`src/design/assert_macros.svh`:
```
// Assertion macros used by the top-level RTL file of the segment point subdivider.
// No dependencies; include by bare file name where assertions are written.
`ifndef ASSERT_MACROS_SVH
`define ASSERT_MACROS_SVH

// Same-cycle implication, checked on the rising clock, off while in reset.
`define SPS_ASSERT_IMPL(lbl, clk, rstn, a, b) \
  lbl: assert property (@(posedge clk) disable iff (!rstn) (a) |-> (b)) \
    else $error("same-cycle implication failed");

// Next-cycle implication, checked on the rising clock, off while in reset.
`define SPS_ASSERT_NEXT(lbl, clk, rstn, a, b) \
  lbl: assert property (@(posedge clk) disable iff (!rstn) (a) |=> (b)) \
    else $error("next-cycle implication failed");

`endif

```
`src/design/sps_pkg.sv`:
```
// Shared constants, types and controller/datapath command/status structs of the
// segment point subdivider. No dependencies.
`default_nettype none

package sps_pkg;

  localparam int MAX_POINTS = 64;
  localparam int IDX_W      = $clog2(MAX_POINTS);

  // Sequencing lengths of the iterative units
  localparam int SQ_STEPS = 33;  // shift-add squaring, one multiplier bit a cycle
  localparam int RT_STEPS = 34;  // square root, one root bit a cycle
  localparam int DV_STEPS = 34;  // restoring division, one quotient bit a cycle

  typedef enum logic [1:0] {
    DV_N,
    DV_X,
    DV_Y
  } dv_sel_e;

  typedef struct packed {
    logic    load;
    logic    sq_step;
    logic    rt_step;
    logic    dv_start;
    logic    dv_step;
    logic    dv_done;
    dv_sel_e dv_sel;
    logic    pt_emit;
  } sps_cmd_t;

  typedef struct packed {
    logic zero_seg;
    logic quo_zero;
    logic out_free;
    logic last_pt;
  } sps_sts_t;

endpackage

`default_nettype wire

```
`src/design/sps_seg_if.sv`:
```
// Segment input channel: valid/ready plus the four Q16.16 coordinates.
// No dependencies.
`default_nettype none

interface sps_seg_if;
  logic               valid;
  logic               ready;
  logic signed [31:0] x_start;
  logic signed [31:0] y_start;
  logic signed [31:0] x_end;
  logic signed [31:0] y_end;

  modport source (output valid, x_start, y_start, x_end, y_end, input ready);
  modport sink   (input valid, x_start, y_start, x_end, y_end, output ready);
endinterface

`default_nettype wire

```
`src/design/sps_pt_if.sv`:
```
// Point output channel: valid/ready plus one subdivided point per beat.
// No dependencies.
`default_nettype none

interface sps_pt_if;
  logic               valid;
  logic               ready;
  logic signed [22:0] x_hundredths;
  logic signed [22:0] y_hundredths;
  logic        [5:0]  point_index;
  logic               last;
  logic               status;

  modport source (output valid, x_hundredths, y_hundredths, point_index, last, status,
                  input ready);
  modport sink   (input valid, x_hundredths, y_hundredths, point_index, last, status,
                  output ready);
endinterface

`default_nettype wire

```
`src/design/sps_cfg_if.sv`:
```
// Configuration write channel: valid/ready plus the pitch write data.
// No dependencies.
`default_nettype none

interface sps_cfg_if;
  logic        valid;
  logic        ready;
  logic [30:0] data;

  modport source (output valid, data, input ready);
  modport sink   (input valid, data, output ready);
endinterface

`default_nettype wire

```
`src/design/sps_ctrl.sv`:
```
// Controller state machine of the segment point subdivider.
// Depends on sps_pkg for the sequencing lengths and command/status structs.
`default_nettype none

module sps_ctrl import sps_pkg::*; (
  input  wire logic     clk_i,
  input  wire logic     rst_ni,
  input  wire logic     in_valid_i,
  output logic          in_ready_o,
  input  wire sps_sts_t sts_i,
  output sps_cmd_t      cmd_o
);

  localparam logic [2:0] S_IDLE = 3'd0;
  localparam logic [2:0] S_SQR  = 3'd1;
  localparam logic [2:0] S_ROOT = 3'd2;
  localparam logic [2:0] S_DIVN = 3'd3;
  localparam logic [2:0] S_DIVX = 3'd4;
  localparam logic [2:0] S_DIVY = 3'd5;
  localparam logic [2:0] S_EMIT = 3'd6;

  logic [2:0] state_q, state_d;
  logic [5:0] cnt_q, cnt_d;

  always_comb begin
    state_d    = state_q;
    cnt_d      = cnt_q;
    in_ready_o = 1'b0;
    cmd_o      = '0;
    cmd_o.dv_sel = DV_N;
    case (state_q)
      S_IDLE: begin
        in_ready_o = 1'b1;
        if (in_valid_i) begin
          cmd_o.load = 1'b1;
          if (!sts_i.zero_seg) begin
            state_d = S_SQR;
            cnt_d   = '0;
          end
        end
      end
      S_SQR: begin
        cmd_o.sq_step = 1'b1;
        cnt_d = cnt_q + 6'd1;
        if (cnt_q == 6'(SQ_STEPS - 1)) begin
          state_d = S_ROOT;
          cnt_d   = '0;
        end
      end
      S_ROOT: begin
        cmd_o.rt_step = 1'b1;
        cnt_d = cnt_q + 6'd1;
        if (cnt_q == 6'(RT_STEPS - 1)) begin
          state_d = S_DIVN;
          cnt_d   = '0;
        end
      end
      S_DIVN, S_DIVX, S_DIVY: begin
        if (state_q == S_DIVX) begin
          cmd_o.dv_sel = DV_X;
        end else if (state_q == S_DIVY) begin
          cmd_o.dv_sel = DV_Y;
        end
        cnt_d = cnt_q + 6'd1;
        if (cnt_q == '0) begin
          cmd_o.dv_start = 1'b1;
        end else if (cnt_q <= 6'(DV_STEPS)) begin
          cmd_o.dv_step = 1'b1;
        end else begin
          cmd_o.dv_done = 1'b1;
          cnt_d = '0;
          if (state_q == S_DIVN) begin
            // a zero count has no per-point increment to work out
            state_d = sts_i.quo_zero ? S_EMIT : S_DIVX;
          end else if (state_q == S_DIVX) begin
            state_d = S_DIVY;
          end else begin
            state_d = S_EMIT;
          end
        end
      end
      S_EMIT: begin
        if (sts_i.out_free) begin
          cmd_o.pt_emit = 1'b1;
          if (sts_i.last_pt) begin
            state_d = S_IDLE;
          end
        end
      end
      default: begin
        state_d = S_IDLE;
      end
    endcase
  end

  always_ff @(posedge clk_i or negedge rst_ni) begin
    if (!rst_ni) begin
      state_q <= S_IDLE;
      cnt_q   <= '0;
    end else begin
      state_q <= state_d;
      cnt_q   <= cnt_d;
    end
  end

endmodule

`default_nettype wire

```
`src/design/sps_dp.sv`:
```
// Datapath of the segment point subdivider: squaring, root, divider,
// point stepper, pitch register and output register. Depends on sps_pkg.
`default_nettype none

module sps_dp import sps_pkg::*; (
  input  wire logic               clk_i,
  input  wire logic               rst_ni,
  input  wire logic signed [31:0] x_start_i,
  input  wire logic signed [31:0] y_start_i,
  input  wire logic signed [31:0] x_end_i,
  input  wire logic signed [31:0] y_end_i,
  input  wire logic               cfg_valid_i,
  input  wire logic [30:0]        cfg_data_i,
  input  wire sps_cmd_t           cmd_i,
  output sps_sts_t                sts_o,
  input  wire logic               out_ready_i,
  output logic                    out_valid_o,
  output logic signed [22:0]      x_hundredths_o,
  output logic signed [22:0]      y_hundredths_o,
  output logic [5:0]              point_index_o,
  output logic                    last_o,
  output logic                    status_o
);

  logic [30:0]        pitch_q;
  logic signed [31:0] xs_q, ys_q;
  logic               dx_neg_q, dy_neg_q;
  logic [32:0]        adx_q, ady_q, mx_q, my_q;
  logic [66:0]        sx_q, sy_q;
  logic [67:0]        sum_q;
  logic [35:0]        rem_q;
  logic [33:0]        root_q;
  logic [33:0]        dv_rem_q, dv_quo_q, dv_den_q;
  logic [33:0]        n_q;
  logic signed [33:0] qdx_q, qdy_q, qax_q, qay_q;
  logic [33:0]        rdx_q, rdy_q, rax_q, ray_q;
  logic [IDX_W-1:0]   idx_q;
  logic               cut_q;
  logic               out_valid_q;
  logic signed [22:0] xh_q, yh_q;
  logic [5:0]         pidx_q;
  logic               last_q, status_q;

  // Segment differences and magnitudes
  logic signed [32:0] dx, dy;
  logic [32:0]        adx, ady;
  assign dx  = 33'($signed(x_end_i)) - 33'($signed(x_start_i));
  assign dy  = 33'($signed(y_end_i)) - 33'($signed(y_start_i));
  assign adx = dx[32] ? 33'(-dx) : 33'(dx);
  assign ady = dy[32] ? 33'(-dy) : 33'(dy);

  // Squaring: add shifted multiplicands selected by the low multiplier bits
  logic [67:0] sum_d;
  assign sum_d = sum_q + (mx_q[0] ? {1'b0, sx_q} : 68'd0) + (my_q[0] ? {1'b0, sy_q} : 68'd0);

  // Root: one bit per step from the top two radicand bits
  logic [36:0] rt_sh, rt_trial;
  logic        rt_ge;
  assign rt_sh    = {rem_q[34:0], sum_q[67:66]};
  assign rt_trial = {1'b0, root_q, 2'b01};
  assign rt_ge    = rt_sh >= rt_trial;

  // Divider: restoring, one quotient bit per step
  logic [34:0] dv_t;
  logic        dv_ge;
  assign dv_t  = {dv_rem_q, dv_quo_q[33]};
  assign dv_ge = dv_t >= {1'b0, dv_den_q};

  // Signed floor quotient and remainder from the magnitude division
  logic signed [33:0] fq;
  logic [33:0]        fr;
  logic               fneg;
  always_comb begin
    fneg = (cmd_i.dv_sel == DV_X) ? dx_neg_q : dy_neg_q;
    if (fneg && dv_rem_q != '0) begin
      fq = -$signed(dv_quo_q) - 34'sd1;
      fr = n_q - dv_rem_q;
    end else begin
      fq = fneg ? -$signed(dv_quo_q) : $signed(dv_quo_q);
      fr = dv_rem_q;
    end
  end

  // Point stepper: running floor(i*d/n) with remainder in [0, n)
  logic [34:0] tx, ty;
  logic        wx, wy;
  assign tx = {1'b0, rax_q} + {1'b0, rdx_q};
  assign ty = {1'b0, ray_q} + {1'b0, rdy_q};
  assign wx = tx >= {1'b0, n_q};
  assign wy = ty >= {1'b0, n_q};

  // Point coordinates and hundredths
  logic signed [33:0] px, py;
  logic signed [39:0] hx, hy;
  assign px = 34'(xs_q) + qax_q;
  assign py = 34'(ys_q) + qay_q;
  assign hx = 40'($signed(px[31:0])) * 40'sd100;
  assign hy = 40'($signed(py[31:0])) * 40'sd100;

  assign sts_o.zero_seg = (x_start_i == '0) && (y_start_i == '0)
                          && (x_end_i == '0) && (y_end_i == '0);
  assign sts_o.quo_zero = (dv_quo_q == '0);
  assign sts_o.out_free = !out_valid_q || out_ready_i;
  assign sts_o.last_pt  = cut_q ? (idx_q == IDX_W'(MAX_POINTS - 1))
                                : (34'(idx_q) == n_q);

  always_ff @(posedge clk_i or negedge rst_ni) begin
    if (!rst_ni) begin
      pitch_q     <= 31'd65536;
      out_valid_q <= 1'b0;
    end else begin
      if (cfg_valid_i) begin
        pitch_q <= cfg_data_i;
      end
      if (cmd_i.pt_emit) begin
        out_valid_q <= 1'b1;
      end else if (out_ready_i) begin
        out_valid_q <= 1'b0;
      end
    end
  end

  always_ff @(posedge clk_i) begin
    if (cmd_i.load) begin
      xs_q     <= x_start_i;
      ys_q     <= y_start_i;
      dx_neg_q <= dx[32];
      dy_neg_q <= dy[32];
      adx_q    <= adx;
      ady_q    <= ady;
      mx_q     <= adx;
      my_q     <= ady;
      sx_q     <= 67'(adx);
      sy_q     <= 67'(ady);
      sum_q    <= '0;
      rem_q    <= '0;
      root_q   <= '0;
    end
    if (cmd_i.sq_step) begin
      sum_q <= sum_d;
      sx_q  <= {sx_q[65:0], 1'b0};
      sy_q  <= {sy_q[65:0], 1'b0};
      mx_q  <= {1'b0, mx_q[32:1]};
      my_q  <= {1'b0, my_q[32:1]};
    end
    if (cmd_i.rt_step) begin
      sum_q  <= {sum_q[65:0], 2'b00};
      rem_q  <= rt_ge ? 36'(rt_sh - rt_trial) : rt_sh[35:0];
      root_q <= {root_q[32:0], rt_ge};
    end
    if (cmd_i.dv_start) begin
      dv_rem_q <= '0;
      case (cmd_i.dv_sel)
        DV_N: begin
          dv_quo_q <= root_q;
          dv_den_q <= (pitch_q == '0) ? 34'd1 : 34'(pitch_q);
        end
        DV_X: begin
          dv_quo_q <= 34'(adx_q);
          dv_den_q <= n_q;
        end
        default: begin
          dv_quo_q <= 34'(ady_q);
          dv_den_q <= n_q;
        end
      endcase
    end
    if (cmd_i.dv_step) begin
      dv_rem_q <= dv_ge ? 34'(dv_t - {1'b0, dv_den_q}) : dv_t[33:0];
      dv_quo_q <= {dv_quo_q[32:0], dv_ge};
    end
    if (cmd_i.dv_done) begin
      case (cmd_i.dv_sel)
        DV_N: begin
          n_q   <= dv_quo_q;
          cut_q <= dv_quo_q >= 34'(MAX_POINTS);
          qdx_q <= '0;
          qdy_q <= '0;
          rdx_q <= '0;
          rdy_q <= '0;
          qax_q <= '0;
          qay_q <= '0;
          rax_q <= '0;
          ray_q <= '0;
          idx_q <= '0;
        end
        DV_X: begin
          qdx_q <= fq;
          rdx_q <= fr;
        end
        default: begin
          qdy_q <= fq;
          rdy_q <= fr;
        end
      endcase
    end
    if (cmd_i.pt_emit) begin
      xh_q     <= hx[38:16];
      yh_q     <= hy[38:16];
      pidx_q   <= 6'(idx_q);
      last_q   <= sts_o.last_pt;
      status_q <= cut_q;
      idx_q    <= idx_q + IDX_W'(1);
      rax_q    <= wx ? 34'(tx - {1'b0, n_q}) : tx[33:0];
      ray_q    <= wy ? 34'(ty - {1'b0, n_q}) : ty[33:0];
      qax_q    <= qax_q + qdx_q + (wx ? 34'sd1 : 34'sd0);
      qay_q    <= qay_q + qdy_q + (wy ? 34'sd1 : 34'sd0);
    end
  end

  assign out_valid_o    = out_valid_q;
  assign x_hundredths_o = xh_q;
  assign y_hundredths_o = yh_q;
  assign point_index_o  = pidx_q;
  assign last_o         = last_q;
  assign status_o       = status_q;

endmodule

`default_nettype wire

```
`src/design/segment_point_subdivider.sv`:
```
// Segment point subdivider: usage notes below.
// Depends on sps_pkg, the channel interfaces, sps_ctrl, sps_dp and assert_macros.svh.
//
// Channels: seg_i takes one segment per beat (Q16.16 start and end points);
// pt_o gives one point per beat, x and y in hundredths, its index in the run,
// a last flag and a status flag that is set on every point of a cut run.
// cfg_i writes the pitch register; it is always ready and must only be
// written while the block is idle.
// Flow: after a segment beat the block squares the differences (shift-add),
// takes the root (one bit per step), divides the root by the pitch and then
// both differences by the count on the shared restoring divider, and skips
// the two difference divisions when the count is zero. Points then leave
// one per cycle while pt_o is ready, up to 64 of them.
// A segment of all-zero coordinates is dropped in its accept cycle.
// seg_i is ready only between runs; the next segment is taken while the
// last point of a run still sits in the output register.
// A stall on pt_o holds the current point and freezes the point stepper.
// Reset (rst_ni low, asynchronous) empties the output, returns the
// controller to idle and sets the pitch to 1.0.
`default_nettype none
`include "assert_macros.svh"

module segment_point_subdivider import sps_pkg::*; (
  input  wire logic clk_i,
  input  wire logic rst_ni,
  sps_seg_if.sink   seg_i,
  sps_pt_if.source  pt_o,
  sps_cfg_if.sink   cfg_i
);

  sps_cmd_t cmd;
  sps_sts_t sts;

  // Pitch writes land at once; keeping them to idle periods is up to the user, the block does not enforce it
  assign cfg_i.ready = 1'b1;

  sps_ctrl u_ctrl (
    .clk_i      (clk_i),
    .rst_ni     (rst_ni),
    .in_valid_i (seg_i.valid),
    .in_ready_o (seg_i.ready),
    .sts_i      (sts),
    .cmd_o      (cmd)
  );

  sps_dp u_dp (
    .clk_i          (clk_i),
    .rst_ni         (rst_ni),
    .x_start_i      (seg_i.x_start),
    .y_start_i      (seg_i.y_start),
    .x_end_i        (seg_i.x_end),
    .y_end_i        (seg_i.y_end),
    .cfg_valid_i    (cfg_i.valid),
    .cfg_data_i     (cfg_i.data),
    .cmd_i          (cmd),
    .sts_o          (sts),
    .out_ready_i    (pt_o.ready),
    .out_valid_o    (pt_o.valid),
    .x_hundredths_o (pt_o.x_hundredths),
    .y_hundredths_o (pt_o.y_hundredths),
    .point_index_o  (pt_o.point_index),
    .last_o         (pt_o.last),
    .status_o       (pt_o.status)
  );

  // A point is loaded only into a free output register
  `SPS_ASSERT_IMPL(a_emit_free, clk_i, rst_ni, cmd.pt_emit, sts.out_free)
  // No point leaves the stepper while waiting for a segment
  `SPS_ASSERT_IMPL(a_no_emit_idle, clk_i, rst_ni, seg_i.ready, !cmd.pt_emit)
  // A non-null segment beat starts a run that blocks further segments
  `SPS_ASSERT_NEXT(a_run_busy, clk_i, rst_ni,
                   seg_i.valid && seg_i.ready && !sts.zero_seg, !seg_i.ready)

endmodule

`default_nettype wire

```
`src/flat_wrapper.sv`:
```
// flat-port wrapper written by rule: the top's interface ports become plain ports
module segment_point_subdivider_flat import sps_pkg::*;
  (clk_i, rst_ni, seg_i_valid, seg_i_x_start, seg_i_y_start, seg_i_x_end, seg_i_y_end, seg_i_ready, pt_o_valid, pt_o_x_hundredths, pt_o_y_hundredths, pt_o_point_index, pt_o_last, pt_o_status, pt_o_ready, cfg_i_valid, cfg_i_data, cfg_i_ready);
  sps_seg_if seg_i_i ();
  sps_pt_if pt_o_i ();
  sps_cfg_if cfg_i_i ();
  input  wire logic clk_i;
  input  wire logic rst_ni;
  input wire logic [$bits(seg_i_i.valid)-1:0] seg_i_valid;
  input wire logic [$bits(seg_i_i.x_start)-1:0] seg_i_x_start;
  input wire logic [$bits(seg_i_i.y_start)-1:0] seg_i_y_start;
  input wire logic [$bits(seg_i_i.x_end)-1:0] seg_i_x_end;
  input wire logic [$bits(seg_i_i.y_end)-1:0] seg_i_y_end;
  output wire logic [$bits(seg_i_i.ready)-1:0] seg_i_ready;
  output wire logic [$bits(pt_o_i.valid)-1:0] pt_o_valid;
  output wire logic [$bits(pt_o_i.x_hundredths)-1:0] pt_o_x_hundredths;
  output wire logic [$bits(pt_o_i.y_hundredths)-1:0] pt_o_y_hundredths;
  output wire logic [$bits(pt_o_i.point_index)-1:0] pt_o_point_index;
  output wire logic [$bits(pt_o_i.last)-1:0] pt_o_last;
  output wire logic [$bits(pt_o_i.status)-1:0] pt_o_status;
  input wire logic [$bits(pt_o_i.ready)-1:0] pt_o_ready;
  input wire logic [$bits(cfg_i_i.valid)-1:0] cfg_i_valid;
  input wire logic [$bits(cfg_i_i.data)-1:0] cfg_i_data;
  output wire logic [$bits(cfg_i_i.ready)-1:0] cfg_i_ready;
  assign seg_i_i.valid = seg_i_valid;
  assign seg_i_i.x_start = seg_i_x_start;
  assign seg_i_i.y_start = seg_i_y_start;
  assign seg_i_i.x_end = seg_i_x_end;
  assign seg_i_i.y_end = seg_i_y_end;
  assign seg_i_ready = seg_i_i.ready;
  assign pt_o_valid = pt_o_i.valid;
  assign pt_o_x_hundredths = pt_o_i.x_hundredths;
  assign pt_o_y_hundredths = pt_o_i.y_hundredths;
  assign pt_o_point_index = pt_o_i.point_index;
  assign pt_o_last = pt_o_i.last;
  assign pt_o_status = pt_o_i.status;
  assign pt_o_i.ready = pt_o_ready;
  assign cfg_i_i.valid = cfg_i_valid;
  assign cfg_i_i.data = cfg_i_data;
  assign cfg_i_ready = cfg_i_i.ready;
  segment_point_subdivider u_core (.clk_i(clk_i), .rst_ni(rst_ni), .seg_i(seg_i_i), .pt_o(pt_o_i), .cfg_i(cfg_i_i));
endmodule
```
`config.mk`:
```
export PLATFORM = sky130hd
export DESIGN_NAME = segment_point_subdivider_flat
export DESIGN_NICKNAME = d
export VERILOG_FILES = /design/src/design/sps_pkg.sv /design/src/design/sps_seg_if.sv /design/src/design/sps_pt_if.sv /design/src/design/sps_cfg_if.sv /design/src/design/sps_ctrl.sv /design/src/design/sps_dp.sv /design/src/design/segment_point_subdivider.sv /design/src/flat_wrapper.sv
export VERILOG_INCLUDE_DIRS = /design/src /design/src/design
export SDC_FILE = /design/constraint.sdc
export NUM_CORES = 2
export LEC_CHECK = 0
export BUFFER_PORTS_ARGS = -buffer_cell sky130_fd_sc_hd__clkbuf_2
export CORE_MARGIN = 2
export CORE_UTILIZATION = 50
export DETAILED_ROUTE_END_ITERATION = 6
export PLACE_DENSITY = 0.66
export RECOVER_POWER = 100
export SYNTH_ARGS = -nofsm -noshare
export SYNTH_HDL_FRONTEND = slang
export SYNTH_HIERARCHICAL = 1
export SYNTH_SLANG_ARGS = --single-unit
```
`constraint.sdc`:
```
create_clock -name clk_i -period 22.2 [get_ports clk_i]
set_input_delay 1.11 -clock clk_i [delete_from_list [all_inputs] [get_ports clk_i]]
set_output_delay 1.11 -clock clk_i [all_outputs]
set_load 0.02 [all_outputs]
```
==> flow_summary.ini <==
[synth]
seq_area_frac_synth = 0.3839
async_flop_share = 0.04222
yosys.area.top_type = edfxtp_1
postSynthCellCount = 7822
synth_nets = 8808
ys_warn_count = 6
synth_ff_type = edfxtp_1
synth_edf_count = 924
yosysUniqueCellTypes = 107
syn_area_per_cell_sq_um = 9.621
ys_ff_latch = 971
synth_top_area_frac = 0.3687
synth_area_sq_um = 75250
yosysMostFrequentCell = edfxtp_1
synthTopCellsByCount = 924 x edfxtp_1, 683 x ha_1, 665 x nor2_1, 577 x a21oi_1, 546 x inv_1
synthTopCellsByArea = edfxtp_1 37%, ha_1 11%, xnor2_1 3.9%

[finish]
fill_cells = 13595
fin_nets = 8915
drive_gt1_frac = 0.05818
seqCellArea_sq_um = 28890
multi_input_comb_area_sq_um = 43210
syn2layout_area_growth_pct = 8.524

[grt]
grt_pass1_wl_um = 345700
grt_remaining_overflow = 0
grt_pass1_vias = 58293
grtUsageTotal = 0.2913
antenna_found_initial = 8
grt_max_degree = 82

[critical_path]
path_class = reg -> reg
crit_path_max_fanout = 70
end_kind = register
r2r_setup_slack_ns = 8.01
cp.arrival_ns = 14.56
slowest_delay_ns = 3.02
crit_chain = nor2b_1, and2_2, clkbuf_1, nor2b_1, clkbuf_1, nor2b_1, or2_0, clkbuf_1, buf_4
start_kind = register
crit_required_ns = 22.57
crit_slowest_cell = clkbuf_1

[clocking]
clockRootBuffer = clkbuf_16
tritoncts = yes
cts_made_buffers = 112
post_cts_buffers = 0
cts_hold_buf = 0
clockBufferDepth = 3
cts.clk_slew.worst_paths_ns = 0.06
insertion_delay_ns = 0.75
cts.sinks = 971
cts_resized = 0
h-tree-depth = 3

[sta]
finalMaxSlewViolations = 2227
rsz0062_at_grt = false
worst_slew_pin_slew_ns = 4.881
fin_skew_ns = 0.06526
layout_min_cycle_time_ns = 14.19
fmax_mhz = 70.49
hold_ws_ns = 0.4830
relSlewSlack = -2.254
finalCritPeriodShare = 0.6390
setup_violations = 0
setup_tns_ns = 0
hold_violations = 0

[drt]
wl_met1_um = 101800
first_pass_iters = 7
route.met3.wl_um = 16470
drt-initial-drc-count = 6098
vias_per_cell = 6.079
vias = 61065
wl_met2_um = 101500
highest_layer = met5
wirelength_um = 228600
wl_per_cell_um = 22.75
drc = 6
ant_nets = 0

[floorplanning]
start_util = 0.5030
core_region_area_sq_um = 149600
dieArea_sq_um = 153600
dieHeight_um = 392.0
rows = 142
pin_count = 221
die_w_um = 392.0

[power_and_ir_drop]
swShare = 0.4590
p_seq_frac = 0.250
clkPwrFrac = 0.133
leakagePower_uw = 0.03291
vdd_drop_max_v = 0.0002336
p_int_uw = 7765
power_density_nw_per_um2 = 175.8
switchingPower_uw = 6589
combPwrFrac = 0.618

[status]
violations = DRC, capacitance limit, slew limit
status = finished, violations left

[placed_design]
gp_congestion = 0.9901
port_buffers = 219
dp_hpwl_um = 174400

[hold_path]
hp-class = reg -> reg

[job]
maxCapViolations = 43
[placed cells by master (no fill, tap or decap), types with 99 or more instances in the layout]
master / instances
ha_1: 683
o21a_1: 99
fa_1: 139
clkbuf_16: 112
nor3_1: 193
nand2_1: 488
o21ai_0: 457
clkbuf_1: 188
xor2_1: 177
a21oi_1: 577
a21o_1: 239
inv_1: 544
and2_1: 198
nor4_1: 108
xnor2_1: 331
edfxtp_1: 924
nand3_1: 179
nor2_1: 663
[through the flow]
stage | util | setup slack [ns] | cell area (sq um) | cells | total power (uW)
after floorplan | - | 13.02 | 75250 | 7822 | 10130
final | 0.5459 | 8.013 | 81670 | 10046 | 14350
after global routing | 0.5459 | 6.828 | 81660 | 10043 | 15610
after CTS | 0.5487 | 13.25 | 82080 | 10043 | 14280
after detailed placement | 0.5234 | 13.29 | 78310 | 9831 | 12280
after global placement | 0.5234 | 13.48 | 78310 | 9831 | 12140
[metal layers]
metal	vias to the layer above	track usage
met3	350	0.04068
met1	29696	0.4153
li1	28934	-
met5	-	0
met2	2077	0.4540
met4	8	0.09958
[power groups by stage]
stage / registers, uW / logic, uW / clock network [uW]
floorplan: 3320 / 6800 / 0
global placement: 3530 / 8610 / 0
detailed placement: 3540 / 8730 / 0
CTS: 3510 / 8820 / 1940
global route: 3640 / 9970 / 2010
finish: 3590 / 8860 / 1900
[worst paths after layout]
kind	endpoint	depth (start not counted)	start
max	u_core/u_dp/qay_q[14]	9	u_core/u_ctrl/state_q[2]
min	u_core/u_dp/my_q[32]	2	u_core/u_dp/my_q[32]
max reg2reg	u_core/u_dp/qay_q[14]	9	u_core/u_ctrl/state_q[2]
min reg2reg	u_core/u_dp/my_q[32]	2	u_core/u_dp/my_q[32]
max in group asynchronous	u_core/u_dp/pitch_q[27]	1	rst_ni
min in group asynchronous	u_core/u_dp/pitch_q[13]	1	rst_ni
[worst max-delay path, delay by kind of cell (launching register included)]
| kind | cells | cell delay, ns |
|---|---|---|
| buf+inv | 4 | 7.56 |
| flops | 1 | 0.50 |
| simple gates | 5 | 5.68 |
[sequential cells by signal (all words and copies together) (netlist names), 35 cells and up]
| name | flops |
|---|---|
| u_core/u_dp/rem_q | 35 |
| u_core/u_dp/sum_q | 68 |
| u_core/u_dp/sx_q | 67 |
| u_core/u_dp/sy_q | 67 |
[cell type report]
cell class              instances  share of cell area
multi-input cells            6021              0.5291
flip-flops and latches        971              0.3538
clock buffers                 150             0.03753
well taps                    2016             0.03089
inverters                     550             0.02531
repair buffers                273             0.01468
clock inverters                62            0.008641
diodes                          3          0.00009192
[logic make-up after synthesis]
| group | count (synthesis) | synth area share |
|---|---|---|
| compound gates | 2051 | 0.1755 |
| xor+xnor | 508 | 0.05912 |
| fa+ha+maj | 822 | 0.1505 |
| buf+inv | 830 | 0.04195 |
| flops | 971 | 0.3839 |
| mux | 172 | 0.02436 |
| other cells | 1 | 0.00004983 |
| simple gates | 2467 | 0.1645 |
Power figures use the tool's default switching activity.
